### src/rtl/core/acl_pkg.sv
// Shared types, op codes and ASCII constants for the register command link.
// Used by acl_front, acl_queue, acl_back, the top level and the checker.
package acl_pkg;

  // Input op codes
  localparam logic [2:0] OP_QUERY   = 3'd0;
  localparam logic [2:0] OP_COMMAND = 3'd1;
  localparam logic [2:0] OP_WRITE   = 3'd2;
  localparam logic [2:0] OP_RX_BYTE = 3'd3;
  localparam logic [2:0] OP_RX_END  = 3'd4;

  // ASCII characters
  localparam logic [7:0] CH_CR      = 8'h0d;
  localparam logic [7:0] CH_LF      = 8'h0a;
  localparam logic [7:0] CH_ZERO    = 8'h30;
  localparam logic [7:0] CH_NINE    = 8'h39;
  localparam logic [7:0] CH_HEX_OFS = 8'h37;
  localparam logic [7:0] CH_QUERY   = 8'h3f;
  localparam logic [7:0] CH_BANG    = 8'h21;
  localparam logic [7:0] CH_EQUAL   = 8'h3d;
  localparam logic [7:0] CH_DOT     = 8'h2e;
  localparam logic [7:0] CH_MINUS   = 8'h2d;

  // Decimal conversion of a 16-bit magnitude (up to 32768)
  localparam int BIN_W      = 16;
  localparam int BCD_DIGITS = 5;
  localparam int BCD_W      = 4 * BCD_DIGITS;
  localparam int BCD_CNT_W  = $clog2(BIN_W + 1);

  localparam int QUEUE_DEPTH_DEF = 2;

  typedef enum logic [1:0] {
    JOB_QUERY,
    JOB_COMMAND,
    JOB_WRITE,
    JOB_REPLY
  } job_kind_t;

  // One unit of work handed from the front to the back.
  // data is the write magnitude for writes and the reply value for replies.
  typedef struct packed {
    job_kind_t         kind;
    logic [11:0]       reg_addr;
    logic              has_bit;
    logic [3:0]        bit_nib;
    logic              neg;
    logic [BIN_W-1:0]  data;
  } job_t;

  function automatic logic [7:0] hex_char(input logic [3:0] v);
    hex_char = (v > 4'd9) ? ({4'b0, v} + CH_HEX_OFS) : ({4'b0, v} + CH_ZERO);
  endfunction

endpackage

### src/rtl/core/acl_front.sv
// Front end: accepts input items, keeps the reply parser state and queues jobs.
// Depends on acl_pkg.
module acl_front (
  input  logic               clk,
  input  logic               rst,
  input  logic               in_valid,
  output logic               in_ready,
  input  logic [2:0]         op,
  input  logic [11:0]        reg_addr,
  input  logic [7:0]         bit_select,
  input  logic signed [15:0] write_value,
  input  logic [7:0]         rx_byte,
  input  logic               q_full,
  output logic               push,
  output acl_pkg::job_t      push_job
);

  logic [15:0] accumulator, accumulator_next;
  logic        minus_seen, minus_seen_next;
  logic        query_pending, query_pending_next;
  logic        accept;
  logic [15:0] wv_u;
  logic [15:0] mag;

  assign in_ready = !q_full;
  assign accept   = in_valid && in_ready;
  assign wv_u     = write_value;
  assign mag      = wv_u[15] ? (~wv_u + 16'd1) : wv_u;

  always_comb begin
    accumulator_next   = accumulator;
    minus_seen_next    = minus_seen;
    query_pending_next = query_pending;
    push               = 1'b0;
    push_job.kind      = acl_pkg::JOB_COMMAND;
    push_job.reg_addr  = reg_addr;
    push_job.has_bit   = (bit_select[7:4] == 4'd0);
    push_job.bit_nib   = bit_select[3:0];
    push_job.neg       = wv_u[15];
    push_job.data      = mag;
    if (accept) begin
      case (op)
        acl_pkg::OP_QUERY: begin
          push_job.kind      = acl_pkg::JOB_QUERY;
          push               = 1'b1;
          accumulator_next   = 16'd0;
          minus_seen_next    = 1'b0;
          query_pending_next = 1'b1;
        end
        acl_pkg::OP_COMMAND: begin
          push_job.kind      = acl_pkg::JOB_COMMAND;
          push               = 1'b1;
          accumulator_next   = 16'd0;
          minus_seen_next    = 1'b0;
          query_pending_next = 1'b0;
        end
        acl_pkg::OP_WRITE: begin
          push_job.kind      = acl_pkg::JOB_WRITE;
          push               = 1'b1;
          accumulator_next   = 16'd0;
          minus_seen_next    = 1'b0;
          query_pending_next = 1'b0;
        end
        acl_pkg::OP_RX_BYTE: begin
          if (query_pending) begin
            if (rx_byte >= acl_pkg::CH_ZERO && rx_byte <= acl_pkg::CH_NINE) begin
              // acc * 10 + digit, wrapping at 16 bits
              accumulator_next = (accumulator << 3) + (accumulator << 1)
                                 + {12'd0, rx_byte[3:0]};
            end else if (rx_byte == acl_pkg::CH_MINUS) begin
              minus_seen_next = 1'b1;
            end
          end
        end
        acl_pkg::OP_RX_END: begin
          if (query_pending) begin
            push_job.kind      = acl_pkg::JOB_REPLY;
            push_job.data      = minus_seen ? (~accumulator + 16'd1) : accumulator;
            push               = 1'b1;
            accumulator_next   = 16'd0;
            minus_seen_next    = 1'b0;
            query_pending_next = 1'b0;
          end
        end
        default: begin
        end
      endcase
    end
  end

  always_ff @(posedge clk) begin
    if (rst) begin
      accumulator   <= 16'd0;
      minus_seen    <= 1'b0;
      query_pending <= 1'b0;
    end else begin
      accumulator   <= accumulator_next;
      minus_seen    <= minus_seen_next;
      query_pending <= query_pending_next;
    end
  end

endmodule

### src/rtl/core/acl_queue.sv
// Short job queue between the front and back ends (depth a power of two, >= 2).
// Depends on acl_pkg.
module acl_queue #(
  parameter int DEPTH = acl_pkg::QUEUE_DEPTH_DEF
) (
  input  logic          clk,
  input  logic          rst,
  input  logic          push,
  input  acl_pkg::job_t push_job,
  output logic          full,
  input  logic          pop,
  output acl_pkg::job_t pop_job,
  output logic          empty
);

  localparam int AW = $clog2(DEPTH);

  acl_pkg::job_t mem [DEPTH];
  logic [AW:0]   wptr, rptr;

  assign empty   = (wptr == rptr);
  assign full    = (wptr[AW] != rptr[AW]) && (wptr[AW-1:0] == rptr[AW-1:0]);
  assign pop_job = mem[rptr[AW-1:0]];

  always_ff @(posedge clk) begin
    if (push && !full) begin
      mem[wptr[AW-1:0]] <= push_job;
    end
  end

  always_ff @(posedge clk) begin
    if (rst) begin
      wptr <= '0;
      rptr <= '0;
    end else begin
      if (push && !full) begin
        wptr <= wptr + 1'b1;
      end
      if (pop && !empty) begin
        rptr <= rptr + 1'b1;
      end
    end
  end

endmodule

### src/rtl/core/acl_back.sv
// Back end: serializes one job at a time into output beats, with a
// shift-and-add-3 decimal converter for write values. Depends on acl_pkg.
module acl_back (
  input  logic               clk,
  input  logic               rst,
  input  logic               q_empty,
  input  acl_pkg::job_t      q_job,
  output logic               pop,
  output logic               out_valid,
  input  logic               out_ready,
  output logic [7:0]         tx_byte,
  output logic               tx_valid,
  output logic               last,
  output logic signed [15:0] reply_value,
  output logic               reply_valid
);

  localparam int SH_W = acl_pkg::BCD_W + acl_pkg::BIN_W;

  typedef enum logic [3:0] {
    S_IDLE, S_CR1, S_LF1, S_H2, S_H1, S_H0, S_DOT, S_BITD,
    S_TERM, S_MINUS, S_LEAD, S_DIG, S_CR2, S_LF2, S_REPLY
  } state_t;

  state_t        state, adv_state;
  acl_pkg::job_t cur;
  logic [SH_W-1:0]               bcd;
  logic [acl_pkg::BCD_CNT_W-1:0] bcd_cnt;
  logic [2:0]    dig_idx, lead;
  logic [acl_pkg::BCD_W-1:0]     digits;
  logic [3:0]    digit;
  logic          emit, e_last, e_reply, load;
  logic [7:0]    e_byte;

  function automatic logic [SH_W-1:0] dabble(input logic [SH_W-1:0] s);
    logic [SH_W-1:0] t;
    t = s;
    for (int i = 0; i < acl_pkg::BCD_DIGITS; i++) begin
      if (t[acl_pkg::BIN_W + 4*i +: 4] >= 4'd5) begin
        t[acl_pkg::BIN_W + 4*i +: 4] = t[acl_pkg::BIN_W + 4*i +: 4] + 4'd3;
      end
    end
    dabble = t << 1;
  endfunction

  assign digits = bcd[SH_W-1:acl_pkg::BIN_W];
  assign digit  = digits[{dig_idx, 2'b00} +: 4];
  assign pop    = (state == S_IDLE) && !q_empty;
  assign load   = emit && (!out_valid || out_ready);

  // Highest nonzero digit, or the ones digit for zero
  always_comb begin
    lead = 3'd0;
    for (int i = 1; i < acl_pkg::BCD_DIGITS; i++) begin
      if (digits[4*i +: 4] != 4'd0) begin
        lead = 3'(i);
      end
    end
  end

  always_comb begin
    emit    = 1'b1;
    e_byte  = 8'h00;
    e_last  = 1'b0;
    e_reply = 1'b0;
    case (state)
      S_CR1, S_CR2: e_byte = acl_pkg::CH_CR;
      S_LF1:        e_byte = acl_pkg::CH_LF;
      S_LF2: begin
        e_byte = acl_pkg::CH_LF;
        e_last = 1'b1;
      end
      S_H2:    e_byte = acl_pkg::hex_char(cur.reg_addr[11:8]);
      S_H1:    e_byte = acl_pkg::hex_char(cur.reg_addr[7:4]);
      S_H0:    e_byte = acl_pkg::hex_char(cur.reg_addr[3:0]);
      S_DOT:   e_byte = acl_pkg::CH_DOT;
      S_BITD:  e_byte = acl_pkg::hex_char(cur.bit_nib);
      S_TERM: begin
        case (cur.kind)
          acl_pkg::JOB_QUERY: e_byte = acl_pkg::CH_QUERY;
          acl_pkg::JOB_WRITE: e_byte = acl_pkg::CH_EQUAL;
          default:            e_byte = acl_pkg::CH_BANG;
        endcase
      end
      S_MINUS: e_byte = acl_pkg::CH_MINUS;
      S_DIG:   e_byte = acl_pkg::CH_ZERO + {4'd0, digit};
      S_REPLY: begin
        e_reply = 1'b1;
        e_last  = 1'b1;
      end
      default: emit = 1'b0;
    endcase
  end

  always_comb begin
    case (state)
      S_CR1:   adv_state = S_LF1;
      S_LF1:   adv_state = S_H2;
      S_H2:    adv_state = S_H1;
      S_H1:    adv_state = S_H0;
      S_H0:    adv_state = (cur.kind != acl_pkg::JOB_COMMAND && cur.has_bit) ? S_DOT
                                                                              : S_TERM;
      S_DOT:   adv_state = S_BITD;
      S_BITD:  adv_state = S_TERM;
      S_TERM: begin
        if (cur.kind == acl_pkg::JOB_WRITE) begin
          adv_state = cur.neg ? S_MINUS : S_LEAD;
        end else begin
          adv_state = S_CR2;
        end
      end
      S_MINUS: adv_state = S_LEAD;
      S_DIG:   adv_state = (dig_idx == 3'd0) ? S_CR2 : S_DIG;
      S_CR2:   adv_state = S_LF2;
      default: adv_state = S_IDLE;
    endcase
  end

  always_ff @(posedge clk) begin
    if (rst) begin
      state     <= S_IDLE;
      out_valid <= 1'b0;
      bcd_cnt   <= '0;
    end else begin
      // load a new job's value, else advance the decimal conversion beside the header beats
      if (pop) begin
        bcd     <= {{acl_pkg::BCD_W{1'b0}}, q_job.data};
        bcd_cnt <= acl_pkg::BCD_CNT_W'(acl_pkg::BIN_W);
      end else if (bcd_cnt != '0) begin
        bcd     <= dabble(bcd);
        bcd_cnt <= bcd_cnt - 1'b1;
      end
      if (load) begin
        out_valid   <= 1'b1;
        tx_byte     <= e_byte;
        tx_valid    <= !e_reply;
        last        <= e_last;
        reply_valid <= e_reply;
        reply_value <= e_reply ? cur.data : 16'd0;
      end else if (out_valid && out_ready) begin
        out_valid <= 1'b0;
      end
      case (state)
        S_IDLE: begin
          if (pop) begin
            cur   <= q_job;
            state <= (q_job.kind == acl_pkg::JOB_REPLY) ? S_REPLY : S_CR1;
          end
        end
        S_LEAD: begin
          if (bcd_cnt == '0) begin
            dig_idx <= lead;
            state   <= S_DIG;
          end
        end
        default: begin
          if (load) begin
            state <= adv_state;
            if (state == S_DIG && dig_idx != 3'd0) begin
              dig_idx <= dig_idx - 3'd1;
            end
          end
        end
      endcase
    end
  end

endmodule

### src/rtl/core/ascii_register_command_link_unit.sv
// Path: an accepted request is written into the queue, popped into the back end's job register
// when that is idle, and its beats leave through the registered output beat. Output runs one
// beat per cycle while out_ready holds, apart from the idle state between jobs; a write holds
// before its digits until the decimal converter is done, since the back end runs one job.
// Reset (rst, synchronous): clears the reply parser, empties the queue, drops any beat.
// Depends on acl_pkg, acl_front, acl_queue, acl_back.
module ascii_register_command_link_unit #(
  parameter int QUEUE_DEPTH = acl_pkg::QUEUE_DEPTH_DEF
) (
  input  logic               clk,
  input  logic               rst,
  // request / reply-character channel
  input  logic               in_valid,
  output logic               in_ready,
  input  logic [2:0]         op,
  input  logic [11:0]        reg_addr,
  input  logic [7:0]         bit_select,
  input  logic signed [15:0] write_value,
  input  logic [7:0]         rx_byte,
  // result beat channel
  output logic               out_valid,
  input  logic               out_ready,
  output logic [7:0]         tx_byte,
  output logic               tx_valid,
  output logic               last,
  output logic signed [15:0] reply_value,
  output logic               reply_valid
);

  // Front classifies each item and updates the reply parser at once; only
  // items that produce beats become jobs in the queue.
  logic          push, pop, q_full, q_empty;
  acl_pkg::job_t push_job, pop_job;

  acl_front u_front (
    .clk         (clk),
    .rst         (rst),
    .in_valid    (in_valid),
    .in_ready    (in_ready),
    .op          (op),
    .reg_addr    (reg_addr),
    .bit_select  (bit_select),
    .write_value (write_value),
    .rx_byte     (rx_byte),
    .q_full      (q_full),
    .push        (push),
    .push_job    (push_job)
  );

  // Queue decouples the two ends: hold new requests while beats drain.
  acl_queue #(
    .DEPTH (QUEUE_DEPTH)
  ) u_queue (
    .clk      (clk),
    .rst      (rst),
    .push     (push),
    .push_job (push_job),
    .full     (q_full),
    .pop      (pop),
    .pop_job  (pop_job),
    .empty    (q_empty)
  );

  // Back end walks each job's byte sequence into a registered output beat.
  acl_back u_back (
    .clk         (clk),
    .rst         (rst),
    .q_empty     (q_empty),
    .q_job       (pop_job),
    .pop         (pop),
    .out_valid   (out_valid),
    .out_ready   (out_ready),
    .tx_byte     (tx_byte),
    .tx_valid    (tx_valid),
    .last        (last),
    .reply_value (reply_value),
    .reply_valid (reply_valid)
  );

endmodule

### config.mk
export PLATFORM = sky130hd
export DESIGN_NAME = ascii_register_command_link_unit
export DESIGN_NICKNAME = d
export VERILOG_FILES = /design/src/rtl/core/acl_pkg.sv /design/src/rtl/core/acl_front.sv /design/src/rtl/core/acl_queue.sv /design/src/rtl/core/acl_back.sv /design/src/rtl/core/ascii_register_command_link_unit.sv
export SDC_FILE = /design/constraint.sdc
export NUM_CORES = 1
export LEC_CHECK = 0
export BUFFER_PORTS_ARGS = -buffer_cell sky130_fd_sc_hd__buf_2
export CAP_MARGIN = 20
export CORE_MARGIN = 1
export CORE_UTILIZATION = 63
export CTS_BUF_LIST = sky130_fd_sc_hd__clkbuf_4
export CTS_CLUSTER_SIZE = 30
export DETAILED_ROUTE_END_ITERATION = 10
export HOLD_SLACK_MARGIN = 0.05
export PLACE_DENSITY = 0.91
export SYNTH_ARGS = -nofsm -noshare
export SYNTH_HDL_FRONTEND = slang
export SYNTH_HIERARCHICAL = 1
export SYNTH_SLANG_ARGS = --single-unit
export TNS_END_PERCENT = 1
### constraint.sdc
create_clock -name clk -period 4.24 [get_ports clk]
set_clock_uncertainty 0.2 [all_clocks]
set_input_delay 0 -clock clk [delete_from_list [all_inputs] [get_ports clk]]
set_output_delay 0 -clock clk [all_outputs]
set_load 0.005 [all_outputs]
==> flow_metrics.tcl, run 1 <==
set metrics [dict create \
    outcome "completed" \
    routed_wl_um 25260 \
    power_mw 6.778 \
    layout.cells.non_filler 1418 \
    cts_htree_levels 2 \
    cp_max_fo 10 \
    final_cell_mix "edfxtp_1, nand2_1, dlygate4sd3_1" \
    synth_edf_count 173 \
    worstPathRequired_ps 4630 \
    top_level_ports 80 \
    area.sequential_um2 5858 \
    core_area_um2 16700 \
    layout_setup_ws_ps 219.6 \
    ff2ff_setup_slack_ps 220 \
    place_inst 1224 \
    setup_viol 0 \
    viasPerCell 6.022 \
    synth.distinct_cells 71 \
    crit_type "register to register" \
    grt_pass1_vias 8450 \
    syn_inst 967 \
    syn_area_um2 10860 \
    nFillCells 994 \
    postCtsSetupBuffers 0 \
    synth_ff_type "edfxtp_1" \
    fin_nets 1256 \
    dieArea_um2 17760 \
    cellLeakagePower_nw 5.125 \
    die_w_um 133.3 \
    wl_per_cell_um 17.81 \
    critPathLaunchType "register" \
    slew_viol_final 0 \
    path_clk_slew_ps 70 \
    globalRouteTotalUtil_pct 29.31 \
    drive_above_1_share_pct 19.63 \
    top_layer "met4" \
    final_util_pct 77.79 \
    syn_nets 1070 \
    hold_viol_final 0 \
    wl_met2_um 12240 \
    wl_met3_um 2297 \
    fp.dieH_um 133.3 \
    worst_hold_slack_ps 154.7 \
    power.density_nw_per_um2 521.7 \
    post-place-ws_ps 1271 \
    multi_input_area_um2 4544 \
    worstSetupEndpointType "register" \
    hpwl_um 15320 \
    grt_overflow_total 0 \
    antenna_found_initial 1 \
    fin_crit_sh_pct 94.82 \
    cp.arrival_ps 4410 \
    ys_async_sr_fraction_pct 0 \
    hp-class "input port to register" \
    cts_tree "done" \
    vias 8539 \
    drc 0 \
    rows 47 \
    drt_iter0_markers 967 \
    seq_area_frac_synth_pct 53.94 \
    ys_seq_elements 206 \
    final_common_cell "edfxtp_1" \
    drv_cap 0 \
    worstMarginPinSlew_ps 1080 \
    dr.pass1.iters 7 \
    area_growth_pct 19.67 \
    port-buffer-count 78 \
    numCtsBuffers 52 \
    ant_nets 0 \
    max-slew-margin-rel_pct 28.02 \
    start_util_pct 65.00 \
    m1WireLength_um 9938 \
    period_minus_slack_ps 4020 \
    gp_congestion 0.9206 \
    cts_buffer_depth 3 \
    vdd_drop_max_uv 311.9 \
    max_freq_mhz 248.7 \
    cts.sinks 206 \
    avgSynthCellArea_um2 11.23 \
    clockRootBuffer "clkbuf_4" \
    grt_max_degree 45 \
    grt_pass1_wl_um 41330 \
    yosysWarningCount 6 \
    clk-insertion-delay-late_ps 650 \
]
## layer usage
metal	track usage [%]	vias up
met5	0	-
met4	11.81	0
met3	5.936	92
met2	48.81	480
met1	37.67	4046
li1	-	3921
## flip-flops by register name, indices dropped and copies added, names as in the netlist, 2 cells and up, named ones only
signal               count
u_back/cur              36
u_back/reply_value      16
u_queue/rptr             2
u_back/bcd              36
u_queue/wptr             2
u_queue/mem             72
u_back/bcd_cnt           5
u_front/accumulator     16
u_back/state             4
u_back/dig_idx           3
u_back/tx_byte           7
## critical path, cell delays in order (launching register included)
cell	delay, ps
dfxtp_1	500
xnor2_4	150
nor2_1	290
nor4b_2	110
nand4_1	100
dlygate4sd3_1	570
nor2_1	70
nor2_1	610
a22oi_1	130
dlygate4sd3_1	610
nor2_1	90
dlygate4sd3_1	550
## power by group
group	internal [mW]	switching, mW	total [mW]
combinational	0.793	1.12	1.91
sequential	2.77	0.330	3.10
clock	0.962	0.805	1.77
## what timing repair did
action | CTS | global route
resized for setup | 0 | 4
hold endpoints to repair | 119 | 0
endpoints found under the setup margin | 0 | 2
hold buffers | 95 | 0
## final timing paths
path,start,end,cells past startpoint
min,write_value[15],u_queue/mem[1][16],2
min reg2reg,u_front/accumulator[15],u_front/accumulator[15],2
max reg2reg,u_queue/rptr[1],u_front/accumulator[0],11
max,u_queue/rptr[1],u_front/accumulator[0],11
## final cells by class
| class | count | area share [%] |
|---|---|---|
| Sequential cell | 206 | 45.09 |
| Multi-Input combinational cell | 664 | 34.98 |
| Timing Repair Buffer | 184 | 10.96 |
| Clock buffer | 84 | 4.854 |
| Tap cell | 220 | 2.119 |
| Inverter | 45 | 1.300 |
| Clock inverter | 14 | 0.6742 |
| Antenna cell | 1 | 0.01926 |
## cell families after synthesis
family	count (synthesis)	synth area share [%]
simple gates	304	13.24
fa+ha+maj	52	6.132
xor+xnor	58	4.749
flops	206	53.94
buf+inv	97	4.599
mux	50	5.267
compound gates	199	12.03
other cells	1	0.03454
## through the flow
| step | cell area (um2) | TNS [ps] |
|---|---|---|
| finish | 12990 | 0 |
| global route | 12990 | -10.06 |
| CTS | 12970 | 0 |
| detailed placement | 11300 | 0 |
| global placement | 11300 | 0 |
| floorplan | 10860 | 0 |
## cells in the mapped netlist, types with 8 or more instances
library cell | instances | area (um2)
mux2i_1 | 11 | 110.1
nand2_1 | 102 | 382.9
a31oi_1 | 9 | 56.30
nor2_1 | 92 | 345.3
buf_2 | 10 | 50.05
dfxtp_1 | 33 | 660.6
a21oi_1 | 51 | 255.2
nor4_1 | 9 | 56.30
o31ai_1 | 8 | 60.06
nand3_1 | 8 | 40.04
mux2_2 | 37 | 416.7
nor3_1 | 21 | 105.1
xnor2_1 | 33 | 289.0
nor2b_1 | 10 | 62.56
nand2b_1 | 15 | 93.84
a22oi_1 | 14 | 105.1
edfxtp_1 | 173 | 5195
buf_4 | 22 | 165.2
o21ai_0 | 42 | 210.2
ha_1 | 50 | 625.6
xor2_1 | 24 | 210.2
clkbuf_1 | 15 | 56.30
and2_1 | 18 | 112.6
o21ai_1 | 9 | 45.04
inv_1 | 43 | 161.4
No activity file was read; power rests on OpenSTA's default activity.
==> inputs of run 2 (changes only) <==
- CORE_UTILIZATION: 63 -> 65
- PLACE_DENSITY: 0.91 -> 0.93
- REMOVE_ABC_BUFFERS: not set -> 1
- clock period: 4.24 -> 4.9 ns (I/O delays scaled with it)
==> run 2 against run 1 <==
Compared with the run above: via count up 6.5%; critical path depth unchanged; sequential share of layout area up 0.28 points; core utilization up 2.3 points; clock power down 16%; worst setup slack worse by 33 ps; final area down 0.66%; fmax down 15%; register-to-register slack worse by 30 ps; sequential cell count unchanged.
==> flow_metrics.tcl, run 2 (synthesis results as in run 1) <==
set metrics [dict create \
    fin_crit_sh_pct 96.19 \
    grt_pass1_vias 8930 \
    design_area_um2 12900 \
    switchingPower_mw 2.128 \
    cellLeakagePower_nw 5.069 \
    top_level_ports 80 \
    layout.cells.non_filler 1402 \
    nFillCells 836 \
    largest_reg_flops 72 \
    start_util_pct 67.36 \
    path_buf_inv 4 \
    internal-power_mw 3.810 \
    fin_tns_setup_ps 0 \
    outcome "completed" \
    final_common_cell "edfxtp_1" \
    p_seq_share_pct 45.2 \
    placed_area_um2 11260 \
    combinationalPowerShare_pct 29.9 \
    dieArea_um2 17220 \
    critPathSlowestCell "dfxtp_1" \
    cp_slowest_stage_delay_ps 630 \
    port-buffer-count 78 \
    power.density_nw_per_um2 460.1 \
    worst_r2r_path_depth 11 \
    wl_per_cell_um 21.77 \
    crit_top_cell "dlygate4sd3_1" \
    period_minus_slack_ps 4714 \
    hp-class "input port to register" \
    worstSetupEndpointType "register" \
    hold_end "u_queue/mem[0][16]" \
    fp.dieH_um 131.2 \
    r2r_end "u_front/accumulator[0]" \
    layout_setup_ws_ps 186.5 \
    core_area_um2 16120 \
    cts_tree "done" \
    vdd_drop_max_uv 261.6 \
    routed_wl_um 30520 \
    hold_viol_final 0 \
    rsz0062_at_grt "false" \
    cp.arrival_ps 5150 \
    worst_hold_slack_ps 88.66 \
    slew_viol_final 0 \
    crit_path_cell_trace "xor2_1, nor2_1, nor4b_1, nand4_1, dlygate4sd3_1, nor4b_1, buf_4, a22oi_1, dlygate4sd3_1, nor2_1, dlygate4sd3_1" \
    post-place-ws_ps 1615 \
    cts_resized 0 \
    rows 46 \
    swShare_pct 35.83 \
    drive_above_1_share_pct 18.90 \
    grt_pass1_wl_um 45660 \
    cts_buffer_depth 3 \
    antenna_found_initial 1 \
    hpwl_um 15860 \
    critPathLaunchType "register" \
    grt_overflow_total 0 \
    final_cell_mix "edfxtp_1, nand2_1, dlygate4sd3_1" \
    drt_iter0_markers 1307 \
    max_freq_mhz 212.2 \
    viasPerCell 6.487 \
    clockRootBuffer "clkbuf_4" \
    grt_max_degree 45 \
    crit_family "buffers and inverters" \
    worstMarginPinSlew_ps 982.2 \
    clk-insertion-delay-late_ps 710 \
    cts_htree_levels 2 \
    r2r-start "u_queue/rptr[0]" \
    ant_nets 0 \
    numCtsBuffers 50 \
    dr.pass1.iters 6 \
    area_growth_pct 18.88 \
    worstPathRequired_ps 5330 \
    max-slew-margin-rel_pct 34.02 \
    crit_type "register to register" \
    place_inst 1215 \
    cts.sinks 206 \
    min-delay-start "write_value[15]" \
    fin_nets 1251 \
    die_w_um 131.2 \
    setup_viol 0 \
    vias 9095 \
    power_mw 5.938 \
    whs_path_depth 2 \
    cp_max_fo 11 \
    final_util_pct 80.08 \
    gp_congestion 0.8738 \
    drv_cap 0 \
    globalRouteTotalUtil_pct 33.88 \
    ff2ff_setup_slack_ps 190 \
    drc 0 \
    path_clk_slew_ps 90 \
    power.share.clock_pct 24.8 \
]
==> run 2: area by class of cell <==
cell class,count,area (um2),area share (%)
diodes,1,2.502,0.01939
well taps,216,270.3,2.094
clock buffers,76,570.5,4.421
repair buffers,181,1449,11.23
flip-flops and latches,206,5856,45.38
multi-input cells,664,4527,35.08
clock inverters,13,61.31,0.4751
inverters,45,168.9,1.309
==> run 2: how the worst max path moves through the flow <==
stage | slack (ps) | from | cells after the start | endpoint
after floorplan | 1130 | u_queue/rptr[0] | 7 | u_queue/mem[1][0]
after global placement | 1800 | u_queue/rptr[1] | 4 | u_back/bcd[19]
after detailed placement | 1610 | u_queue/rptr[1] | 4 | u_back/bcd[33]
after CTS | 700 | u_queue/rptr[0] | 11 | u_front/accumulator[1]
after global routing | 200 | u_queue/rptr[0] | 11 | u_front/accumulator[1]
final | 190 | u_queue/rptr[0] | 11 | u_front/accumulator[0]
==> run 2: power groups by stage <==
stage          Sequential (mW)  Combinational [mW]  Clock (mW)
2_1_floorplan             2.64                1.08           0
5_1_grt                   2.71                1.92        1.56
4_1_cts                   2.66                1.64        1.41
6_report                  2.69                1.78        1.48
3_3_place_gp              2.67                1.46           0
3_5_place_dp              2.69                1.56           0
==> run 2: per-layer routing <==
layer  vias to the layer above  track usage, %  part of all wire (%)
li1                       3905               -                     -
met1                      4258           39.36                    36
met2                       753           58.13                    49
met3                       179           6.019                   9.5
met4                         0           21.37                   5.7
met5                         -               0                     0
==> run 2: repair_timing <==
| action | 4_1_cts | 5_1_grt |
|---|---|---|
| hold buffers | 93 | 0 |
| hold endpoints to repair | 143 | 0 |
| setup endpoints to repair | 0 | 0 |
| setup buffers | 0 | 0 |
